**src/hw/rtl/sequential_list_engine_assert.svh**
```systemverilog
// ----------------------------------------------------------------------------
// sequential list engine assertion macros
// concurrent checks that compile away when SYNTHESIS is defined
// ----------------------------------------------------------------------------
`ifndef SEQUENTIAL_LIST_ENGINE_ASSERT_SVH
`define SEQUENTIAL_LIST_ENGINE_ASSERT_SVH

`ifndef SYNTHESIS

// same-cycle implication
`define SLE_ASSERT_IMPL(label, clk, rst, ante, cons) \
  label: assert property (@(posedge clk) disable iff (rst) (ante) |-> (cons)) \
    else $error("sequential_list_engine: check failed");

// next-cycle implication
`define SLE_ASSERT_NEXT(label, clk, rst, ante, cons) \
  label: assert property (@(posedge clk) disable iff (rst) (ante) |=> (cons)) \
    else $error("sequential_list_engine: check failed");

`else

`define SLE_ASSERT_IMPL(label, clk, rst, ante, cons)

`define SLE_ASSERT_NEXT(label, clk, rst, ante, cons)

`endif

`endif

```
**src/hw/rtl/sle_pkg.sv**
```systemverilog
// ----------------------------------------------------------------------------
// sle_pkg
// shared codes and controller/datapath interface types for the list engine
// ----------------------------------------------------------------------------
`default_nettype none

package sle_pkg;

  typedef enum logic [1:0] {
    OP_INSERT = 2'd0,
    OP_DELETE = 2'd1,
    OP_FIND   = 2'd2
  } opcode_t;

  typedef enum logic [1:0] {
    STS_OK       = 2'd0,
    STS_FULL     = 2'd1,
    STS_ILLEGAL  = 2'd2,
    STS_NOTFOUND = 2'd3
  } status_t;

  typedef enum logic [1:0] {
    S_IDLE   = 2'd0,
    S_DECODE = 2'd1,
    S_SCAN   = 2'd2,
    S_REPLY  = 2'd3
  } state_t;

  // controller to datapath
  typedef struct packed {
    logic load;        // capture the transaction fields
    logic update;      // run insert / delete / unused opcode
    logic match;       // build the match vector for a find
    logic scan_shift;  // step the scan by one entry
    logic scan_hit;    // record a successful find
    logic scan_miss;   // record a failed find
  } cmd_t;

  // datapath to controller
  typedef struct packed {
    logic is_find;
    logic hit;
    logic none;
  } sts_t;

endpackage

`default_nettype wire

```
**src/hw/rtl/sle_ctrl.sv**
```systemverilog
// ----------------------------------------------------------------------------
// sle_ctrl
// sequencing state machine for the list engine
// ----------------------------------------------------------------------------
`default_nettype none

module sle_ctrl (
  input  wire logic         clk,
  input  wire logic         rst,
  input  wire logic         start,
  input  wire sle_pkg::sts_t sts,
  output sle_pkg::cmd_t     cmd,
  output logic              busy,
  output logic              done
);

  sle_pkg::state_t state;
  sle_pkg::state_t state_next;

  always_ff @(posedge clk) begin
    if (rst) begin
      state <= sle_pkg::S_IDLE;
    end else begin
      state <= state_next;
    end
  end

  always_comb begin
    state_next = state;
    case (state)
      sle_pkg::S_IDLE: begin
        if (start) begin
          state_next = sle_pkg::S_DECODE;
        end
      end
      sle_pkg::S_DECODE: begin
        state_next = sts.is_find ? sle_pkg::S_SCAN : sle_pkg::S_REPLY;
      end
      sle_pkg::S_SCAN: begin
        if (sts.hit || sts.none) begin
          state_next = sle_pkg::S_REPLY;
        end
      end
      sle_pkg::S_REPLY: begin
        state_next = sle_pkg::S_IDLE;
      end
      default: begin
        state_next = sle_pkg::S_IDLE;
      end
    endcase
  end

  always_comb begin
    cmd  = '0;
    busy = 1'b1;
    done = 1'b0;
    case (state)
      sle_pkg::S_IDLE: begin
        busy     = 1'b0;
        cmd.load = start;
      end
      sle_pkg::S_DECODE: begin
        cmd.match  = sts.is_find;
        cmd.update = !sts.is_find;
      end
      sle_pkg::S_SCAN: begin
        cmd.scan_hit   = sts.hit;
        cmd.scan_miss  = !sts.hit && sts.none;
        cmd.scan_shift = !sts.hit && !sts.none;
      end
      sle_pkg::S_REPLY: begin
        done = 1'b1;
      end
      default: begin
        busy = 1'b1;
      end
    endcase
  end

endmodule

`default_nettype wire

```
**src/hw/rtl/sle_datapath.sv**
```systemverilog
// ----------------------------------------------------------------------------
// sle_datapath
// entry cells, count, match vector scan and result registers
// ----------------------------------------------------------------------------
`default_nettype none

module sle_datapath #(
  parameter int CAPACITY = 8
) (
  input  wire logic                clk,
  input  wire logic                rst,
  input  wire sle_pkg::cmd_t       cmd,
  output sle_pkg::sts_t            sts,
  input  wire logic [1:0]          opcode,
  input  wire logic [3:0]          position,
  input  wire logic signed [31:0]  value,
  output logic [1:0]               status,
  output logic [2:0]               found_index,
  output logic [3:0]               item_count
);

  localparam int CW   = $clog2(CAPACITY + 1);
  localparam int IW   = $clog2(CAPACITY);
  localparam int CMPW = (CW > 4) ? CW : 4;

  logic [1:0]         op_q;
  logic [3:0]         pos_q;
  logic signed [31:0] val_q;

  logic signed [31:0] entries [CAPACITY];
  logic signed [31:0] up_src  [CAPACITY];
  logic signed [31:0] dn_src  [CAPACITY];

  logic [CW-1:0]       count;
  logic [CAPACITY-1:0] match;
  logic [IW-1:0]       scan_idx;
  sle_pkg::status_t    status_r;
  logic [IW-1:0]       found_r;

  logic [CMPW-1:0] pos_ext;
  logic [CMPW-1:0] cnt_ext;
  logic            full;
  logic            ins_bad_pos;
  logic            del_bad_pos;
  logic            do_ins;
  logic            do_del;

  always_ff @(posedge clk) begin
    if (cmd.load) begin
      op_q  <= opcode;
      pos_q <= position;
      val_q <= value;
    end
  end

  assign pos_ext     = CMPW'(pos_q);
  assign cnt_ext     = CMPW'(count);
  assign full        = (count == CW'(CAPACITY));
  assign ins_bad_pos = (pos_ext > cnt_ext);
  assign del_bad_pos = (pos_ext >= cnt_ext);
  assign do_ins      = cmd.update && (op_q == sle_pkg::OP_INSERT) && !full && !ins_bad_pos;
  assign do_del      = cmd.update && (op_q == sle_pkg::OP_DELETE) && !del_bad_pos;

  // neighbor taps for the shift up / shift down
  for (genvar g = 0; g < CAPACITY; g++) begin : g_taps
    if (g == 0) begin : g_first
      assign up_src[g] = val_q;
    end else begin : g_rest
      assign up_src[g] = entries[g-1];
    end
    if (g == CAPACITY - 1) begin : g_last
      assign dn_src[g] = entries[g];
    end else begin : g_inner
      assign dn_src[g] = entries[g+1];
    end
  end

  always_ff @(posedge clk) begin
    for (int i = 0; i < CAPACITY; i++) begin
      if (do_ins) begin
        if (CMPW'(i) == pos_ext) begin
          entries[i] <= val_q;
        end else if (CMPW'(i) > pos_ext) begin
          entries[i] <= up_src[i];
        end
      end else if (do_del) begin
        if (CMPW'(i) >= pos_ext) begin
          entries[i] <= dn_src[i];
        end
      end
    end
  end

  always_ff @(posedge clk) begin
    if (rst) begin
      count <= '0;
    end else if (do_ins) begin
      count <= count + CW'(1);
    end else if (do_del) begin
      count <= count - CW'(1);
    end
  end

  // match vector: one compare per occupied cell, then scanned from index 0
  always_ff @(posedge clk) begin
    if (cmd.match) begin
      for (int i = 0; i < CAPACITY; i++) begin
        match[i] <= (entries[i] == val_q) && (CMPW'(i) < cnt_ext);
      end
      scan_idx <= '0;
    end else if (cmd.scan_shift) begin
      match    <= match >> 1;
      scan_idx <= scan_idx + IW'(1);
    end
  end

  always_ff @(posedge clk) begin
    if (cmd.update) begin
      found_r <= '0;
      case (op_q)
        sle_pkg::OP_INSERT: begin
          if (full) begin
            status_r <= sle_pkg::STS_FULL;
          end else if (ins_bad_pos) begin
            status_r <= sle_pkg::STS_ILLEGAL;
          end else begin
            status_r <= sle_pkg::STS_OK;
          end
        end
        sle_pkg::OP_DELETE: begin
          status_r <= del_bad_pos ? sle_pkg::STS_ILLEGAL : sle_pkg::STS_OK;
        end
        default: begin
          status_r <= sle_pkg::STS_ILLEGAL;
        end
      endcase
    end else if (cmd.scan_hit) begin
      status_r <= sle_pkg::STS_OK;
      found_r  <= scan_idx;
    end else if (cmd.scan_miss) begin
      status_r <= sle_pkg::STS_NOTFOUND;
      found_r  <= '0;
    end
  end

  assign sts.is_find = (op_q == sle_pkg::OP_FIND);
  assign sts.hit     = match[0];
  assign sts.none    = ~|match;

  assign status      = status_r;
  assign found_index = 3'(found_r);
  assign item_count  = 4'(count);

endmodule

`default_nettype wire

```
**src/hw/rtl/sequential_list_engine.sv**
```systemverilog
// ----------------------------------------------------------------------------
// sequential_list_engine
// ordered list of signed 32-bit values with insert, delete and find
// ----------------------------------------------------------------------------
// A transaction is taken when start is high while busy is low; busy then stays
// high until the result has been shown. The result (status, found_index,
// item_count) is on the ports for exactly one cycle with done high, and there
// is no way to hold it off, so the receiver must take it in that cycle.
// Insert, delete and the unused opcode pass through decode and reply; a find
// passes through decode, scan and reply. For a find the occupied cells are
// compared at once into a match vector that is then scanned one entry per
// cycle from index 0 until the first match is found or no match is left.
// item_count always shows the number of entries held after the
// transaction. With CAPACITY above 8 or 15, found_index and item_count carry
// only their low bits and positions above 15 cannot be addressed.
// ----------------------------------------------------------------------------
`default_nettype none

`include "sequential_list_engine_assert.svh"

module sequential_list_engine #(
  parameter int CAPACITY = 8
) (
  input  wire logic               clk,
  input  wire logic               rst,
  input  wire logic               start,
  output logic                    busy,
  input  wire logic [1:0]         opcode,
  input  wire logic [3:0]         position,
  input  wire logic signed [31:0] value,
  output logic                    done,
  output logic [1:0]              status,
  output logic [2:0]              found_index,
  output logic [3:0]              item_count
);

  // command and status between the sequencer and the datapath
  sle_pkg::cmd_t cmd;
  sle_pkg::sts_t sts;

  // sequencer: idle, decode, scan (find only), reply
  sle_ctrl u_ctrl (
    .clk   (clk),
    .rst   (rst),
    .start (start),
    .sts   (sts),
    .cmd   (cmd),
    .busy  (busy),
    .done  (done)
  );

  // entry cells shift up on insert and down on delete all in parallel;
  // the find compare is parallel, the first-match search is serial
  sle_datapath #(
    .CAPACITY (CAPACITY)
  ) u_dp (
    .clk         (clk),
    .rst         (rst),
    .cmd         (cmd),
    .sts         (sts),
    .opcode      (opcode),
    .position    (position),
    .value       (value),
    .status      (status),
    .found_index (found_index),
    .item_count  (item_count)
  );

  // an accepted transaction keeps the block busy in the next cycle
  `SLE_ASSERT_NEXT(a_accept_busy, clk, rst, start && !busy, busy)

  // the result strobe lasts one cycle and only while busy
  `SLE_ASSERT_NEXT(a_done_single, clk, rst, done, !done)

  // a full report only comes with the list at capacity
  `SLE_ASSERT_IMPL(a_full_count, clk, rst, done && (status == sle_pkg::STS_FULL), item_count == 4'(CAPACITY))

  // a failed find reports index zero
  `SLE_ASSERT_IMPL(a_miss_index, clk, rst, done && (status == sle_pkg::STS_NOTFOUND), found_index == 3'd0)

endmodule

`default_nettype wire
```
**config.mk**
```make
export PLATFORM = sky130hd
export DESIGN_NAME = sequential_list_engine
export DESIGN_NICKNAME = d
export VERILOG_FILES = /design/src/hw/rtl/sle_pkg.sv /design/src/hw/rtl/sle_ctrl.sv /design/src/hw/rtl/sle_datapath.sv /design/src/hw/rtl/sequential_list_engine.sv
export VERILOG_INCLUDE_DIRS = /design/src /design/src/hw/rtl
export SDC_FILE = /design/constraint.sdc
export NUM_CORES = 1
export LEC_CHECK = 0
export BUFFER_PORTS_ARGS = -buffer_cell sky130_fd_sc_hd__buf_2
export CAP_MARGIN = 25
export CORE_UTILIZATION = 50
export DETAILED_ROUTE_END_ITERATION = 6
export PLACE_DENSITY_LB_ADDON = 0.2
export SETUP_SLACK_MARGIN = 0.4
export SLEW_MARGIN = 20
export SYNTH_ARGS = -nofsm -noshare
export SYNTH_HDL_FRONTEND = slang
export SYNTH_SLANG_ARGS = --single-unit
```
**constraint.sdc**
```tcl
create_clock -name clk -period 12.9 [get_ports clk]
set_input_delay 1.935 -clock clk [delete_from_list [all_inputs] [get_ports clk]]
set_output_delay 1.935 -clock clk [all_outputs]
set_load 0.005 [all_outputs]
```
==> results of run 1 <==
==> final timing paths <==
| check | startpoint | endpoint | slack (ps) | cells past startpoint |
|---|---|---|---|---|
| worst min-delay path | u_dp.found_index[0] | u_dp.found_index[0] | 480 | 1 |
| worst max register to register | u_dp.item_count[3] | u_dp.entries[1][77] | 8900 | 9 |
| worst min register to register | u_dp.found_index[0] | u_dp.found_index[0] | 480 | 1 |
| worst max-delay path | u_dp.item_count[3] | u_dp.entries[1][77] | 8900 | 9 |
==> power by group through the flow <==
stage,sequential [W],combinational [W],clock (W)
final,0.00134,0.000660,0.000988
after global routing,0.00134,0.000718,0.00104
after CTS,0.00134,0.000656,0.00101
after detailed placement,0.00136,0.000655,0
after global placement,0.00135,0.000634,0
after floorplan,0.00130,0.000488,0
==> area by class of cell <==
type / count / area share
tap: 461 / 0.02899
multi-input combinational: 1256 / 0.4069
sequential: 316 / 0.4709
clock buffer: 44 / 0.05000
clock inverter: 16 / 0.005472
timing repair buffer: 105 / 0.03541
inverter: 12 / 0.002264
==> flip-flops by register name (all words and copies together) (netlist names) <==
signal	cells
u_dp.entries	256
u_dp.val_q	32
u_dp.match	8
u_dp.item_count	4
u_dp.pos_ext	4
u_dp.found_index	3
u_dp.scan_idx	3
u_ctrl.state	2
u_dp.op_q	2
u_dp.status	2
==> cells in the final DEF (no fill, tap or decap), drive strengths merged, types with 32 or more instances in the layout <==
master | synthesis | final
xor2 | 135 | 135
xnor2 | 124 | 124
mux2 | 66 | 66
nand2 | 299 | 299
a21oi | 44 | 44
clkbuf | 115 | 44
mux2i | 33 | 33
buf | 45 | 105
a2bb2oi | 32 | 32
nor4 | 39 | 39
a31oi | 162 | 162
edfxtp | 304 | 304
nand4 | 42 | 42
nor2 | 180 | 180
==> routing by layer <==
layer | vias up | GRT usage | wire length [µm] | part of all wire
met5 | - | 0 | 0 | 0
met4 | 0 | 0.1111 | 1960 | 0.037
met2 | 649 | 0.4437 | 23590 | 0.45
met3 | 99 | 0.04001 | 4274 | 0.081
li1 | 6203 | - | - | -
met1 | 6488 | 0.4247 | 23120 | 0.44
==> worst register-to-register path, cell delays in order (launching register included) <==
cell and delay, ps:
dfxtp_1 500, inv_1 130, ha_1 340, a21oi_1 400, a21oi_1 200, nor3_4 190, buf_4 460, nand2_4 510
nand2_1 490, buf_4 420
==> logic make-up (layout without fill, tap and decap cells) <==
kind of cell | count (synthesis) | in the layout | share of synthesized area
AND/OR/NAND/NOR | 616 | 616 | 0.1469
flip-flops | 316 | 316 | 0.5179
AO/OA/AOI/OAI | 269 | 269 | 0.09703
XOR/XNOR | 259 | 259 | 0.1254
buffers and inverters | 172 | 177 | 0.03845
multiplexers | 99 | 99 | 0.06536
adder cells (fa/ha/maj) | 13 | 13 | 0.008991
==> stage by stage <==
step	hold WS (ps)	util	area (µm²)	setup WS [ps]	std cells
after floorplan	452.7	-	18090	7784	1744
after global placement	474.2	0.5260	18710	9070	2146
after detailed placement	479.8	0.5269	18740	9003	2148
after CTS	492.9	0.5579	19850	8960	2208
after global routing	514.3	0.5593	19890	8681	2210
final	483.5	0.5593	19890	8900	2210
==> results_dict.tcl, run 1 <==
set metrics [dict create \
    status "finished, final reports clean" \
    async_flop_share 0 \
    cts_tree "done" \
    synth_commonest_cells "edfxtp_1, nand2_1, nor2_1" \
    setup_tns_ps 0 \
    path_buf_inv 3 \
    vias 13440 \
    fin_crit_ps 4000 \
    final_layout_size_suffix_gt1_frac 0.1378 \
    yosysTopAreaCellShare 0.5046 \
    placement_rows 69 \
    tightestPinTransition_ps 945.4 \
    mappedNetlistArea_um2 18090 \
    grt_first_pass_wirelength_mm 79.88 \
    p_total_w 0.002987 \
    antenna_cells 0 \
    cts_repair_resize_count 0 \
    pwr-share-clk 0.331 \
    clk_latency_ps 550 \
    path_cells "inv_1 > ha_1 > a21oi_1 > a21oi_1 > nor3_4 > buf_4 > nand2_4 > nand2_1 > buf_4" \
    die_w_um 192.2 \
    intPower_w 0.002082 \
    cap_violations 0 \
    drt_iter0_markers 1607 \
    fin_nets 1782 \
    hpwl_mm 37.45 \
    crit_path_end_kind "register" \
    arrival_ps 4190 \
    nFillCells 3073 \
    yosys.cell_count.top_type "edfxtp_1" \
    crit_family "simple AND/OR/NAND/NOR gates" \
    grt_overflow_total 0 \
    drc 0 \
    cp-start-kind "register" \
    crit_slowest_cell "nand2_4" \
    cts_buffers 37 \
    seq_area_um2 9369 \
    yosysUniqueCellTypes 51 \
    dieHeight_um 192.2 \
    fin_skew_ps 19.76 \
    grt_use_total 0.2927 \
    ctsHoldBuffers 0 \
    cts.sinks 316 \
    ant_nets 0 \
    ys_warn_count 0 \
    area_growth_pct 9.966 \
    yosys_register_bits 316 \
    post_cts_buffers 0 \
    globalplace.congestion 0.8796 \
    start_util 0.5086 \
    yosysTopAreaCell "edfxtp_1" \
    die_area_um2 36950 \
    syn_avg_cell_area_um2 10.37 \
    setup-violations-final 0 \
    hold_violations 0 \
    synth_nets 1798 \
    required_ps 13090 \
    cts_root_buffer "clkbuf_16" \
    routedWlPerCell_um 23.96 \
    synth_cells 1744 \
    synth_edf_count 304 \
    crit_fanout 37 \
    yosysSeqAreaShare 0.5179 \
    fin_crit_sh 0.3101 \
    io_pins 52 \
    ir_worst_vdd_v 0.0001434 \
    switching_share 0.3030 \
    htree_levels 2 \
    max_freq_ghz 0.2500 \
    cpPeakStageDelay_ps 510 \
    pwr-share-seq 0.448 \
    path_clk_slew_ps 60 \
    rsz0062_at_grt "false" \
    switchingPower_w 0.0009051 \
    maxSlewViolCount 0 \
    finalWirelength_mm 52.95 \
    core_um2 35570 \
    antenna_found_initial 0 \
    viasPerCell 6.081 \
    numPortBuffers 51 \
    firstDrtPassIters 6 \
    grt_max_degree 66 \
    p_comb_frac 0.221 \
    p_leak_nw 7.398 \
    clockBufferDepth 3 \
    relSlewSlack 0.3697 \
    crit_type "reg -> reg" \
    power_density_nw_per_um2 150.2 \
    min_path_type "reg -> reg" \
    ys.flop_type "edfxtp_1" \
    multi_input_area_um2 8095 \
    grt_pass1_vias 12920 \
    netlist_top_cells_area "edfxtp_1, xor2_1, nand2_1" \
]
Note: power is estimated with default switching activity, not from simulation.
==> run 2, diff against run 1 <==
- clock period: 12.9 -> 4.1 ns (I/O delays scaled with it)
==> results_dict.tcl, run 2 (same netlist as run 1, synthesis figures left out) <==
set metrics [dict create \
    area_growth_pct 10.13 \
    finalWirelength_mm 53.72 \
    grt_pass1_vias 12720 \
    switching_share 0.3051 \
    multi_input_area_um2 8107 \
    grt_max_degree 66 \
    maxSlewViolCount 0 \
    rsz0062_at_grt "false" \
    final_cell_mix "edfxtp_1, nand2_1, nor2_1" \
    hpwl_mm 38.56 \
    grt_first_pass_wirelength_mm 80.43 \
    status "finished, final reports clean" \
    cts_tree "done" \
    seq_area_um2 9369 \
    hold_violations 0 \
    cap_violations 0 \
    post_cts_buffers 0 \
    cts_root_buffer "clkbuf_16" \
    max_freq_ghz 0.3032 \
    io_pins 52 \
    fin_crit_sh 0.8043 \
    regMostFlops "u_dp.entries" \
    crit_fanout 19 \
    fin_skew_ps 15.40 \
    pwr-share-clk 0.331 \
    crit_path_end_kind "register" \
    fin_crit_ps 3298 \
    crit_type "reg -> reg" \
    ant_nets 0 \
    pwr-share-seq 0.456 \
    clk_latency_ps 540 \
    min_path_type "in -> reg" \
    crit_slowest_cell "nor2_4" \
    start_util 0.5086 \
    ctsHoldBuffers 0 \
    cpPeakStageDelay_ps 570 \
    die_w_um 192.2 \
    antenna_cells 0 \
    intPower_w 0.006581 \
    globalplace.congestion 0.9585 \
    drt_iter0_markers 1632 \
    tightestPinTransition_ps 1019 \
    nFillCells 3092 \
    clockBufferDepth 3 \
    setup-violations-final 0 \
    die_area_um2 36950 \
    cp-start-kind "register" \
    relSlewSlack 0.3206 \
    post-place-ws_ps 801.6 \
    grt_overflow_total 0 \
    vias 13550 \
    final_core_util 0.5601 \
    arrival_ps 3540 \
    p_leak_nw 7.407 \
    largest_reg_flops 256 \
    layout_setup_ws_ps 802.4 \
    routedWlPerCell_um 24.26 \
    fin_hold_ws_ps 242.3 \
    htree_levels 2 \
    path_cells "inv_1 > ha_1 > a41oi_1 > nand3_1 > a211o_1 > nor2_4 > buf_4" \
    cts_repair_resize_count 0 \
    switchingPower_w 0.002889 \
    reg_top3 "u_dp.entries (256), u_dp.val_q (32), u_dp.match (8)" \
    drc 0 \
    grt_use_total 0.2953 \
    dieHeight_um 192.2 \
    viasPerCell 6.121 \
    placement_rows 69 \
    cts_buffers 38 \
    power_density_nw_per_um2 475.3 \
    firstDrtPassIters 5 \
    required_ps 4340 \
    final_layout_size_suffix_gt1_frac 0.1346 \
    path_clk_slew_ps 60 \
    core_um2 35570 \
    fin_nets 1780 \
    numPortBuffers 51 \
    cts.sinks 316 \
    p_comb_frac 0.213 \
    antenna_found_initial 0 \
    final_common_cell "edfxtp_1" \
    ir_worst_vdd_v 0.0003780 \
]
==> run 2: cell types whose count changed in the layout (fill, tap and decap cells not counted), sizes merged <==
cell | previous run | this run
inv | 13 | 12
buf | 105 | 102
bufinv | 1 | 0
clkbuf | 44 | 49
clkinv | 13 | 17
==> run 2: per-stage QoR <==
stage                     setup TNS [ps]  cells  power (W)  area, µm²
after global placement                 0   2144   0.006290      18720
after global routing                   0   2214   0.009799      19920
final                                  0   2214   0.009470      19920
after detailed placement               0   2146   0.006361      18760
after CTS                              0   2213   0.009476      19900
after floorplan                   -27270   1744   0.005647      18110
==> run 2: area by class of cell <==
type / instances / area share
clock buffer: 49 / 0.05300
clock inverter: 18 / 0.004082
inverter: 12 / 0.002261
multi-input combinational: 1256 / 0.4069
sequential: 316 / 0.4703
tap: 461 / 0.02895
timing repair buffer: 102 / 0.03454
==> run 2: final timing paths <==
check                                         from                  end  slack (ps)  depth (start not counted)
worst min-delay path                   position[2]      u_dp.pos_ext[2]         240                          1
worst max register to register  u_dp.item_count[3]  u_dp.entries[1][37]         800                          7
worst max-delay path            u_dp.item_count[3]  u_dp.entries[1][37]         800                          7
worst min register to register    u_dp.scan_idx[1]     u_dp.scan_idx[1]         480                          2
==> run 2: layer usage <==
metal | part of all wire | routed length, µm | GRT usage | vias up
met2 | 0.44 | 23700 | 0.4488 | 673
met1 | 0.44 | 23590 | 0.4348 | 6572
met3 | 0.085 | 4544 | 0.03234 | 89
li1 | - | - | - | 6218
met4 | 0.035 | 1888 | 0.1066 | 0
met5 | 0 | 0 | 0 | -
==> run 2: worst max-delay path, delay by kind of cell (launching register included) <==
kind	cells	cell delay, ps
AOI/OAI and AO/OA	2	1000
and+or+nand+nor	2	700
DFF	1	510
buffers and inverters	2	430
adders and majority gates	1	340
==> run 2: power groups by stage <==
stage | registers (W) | clock network (W) | logic (W)
final | 0.00432 | 0.00314 | 0.00201
after global routing | 0.00434 | 0.00328 | 0.00218
after CTS | 0.00430 | 0.00318 | 0.00200
after detailed placement | 0.00436 | 0 | 0.00200
after global placement | 0.00436 | 0 | 0.00193
after floorplan | 0.00411 | 0 | 0.00154
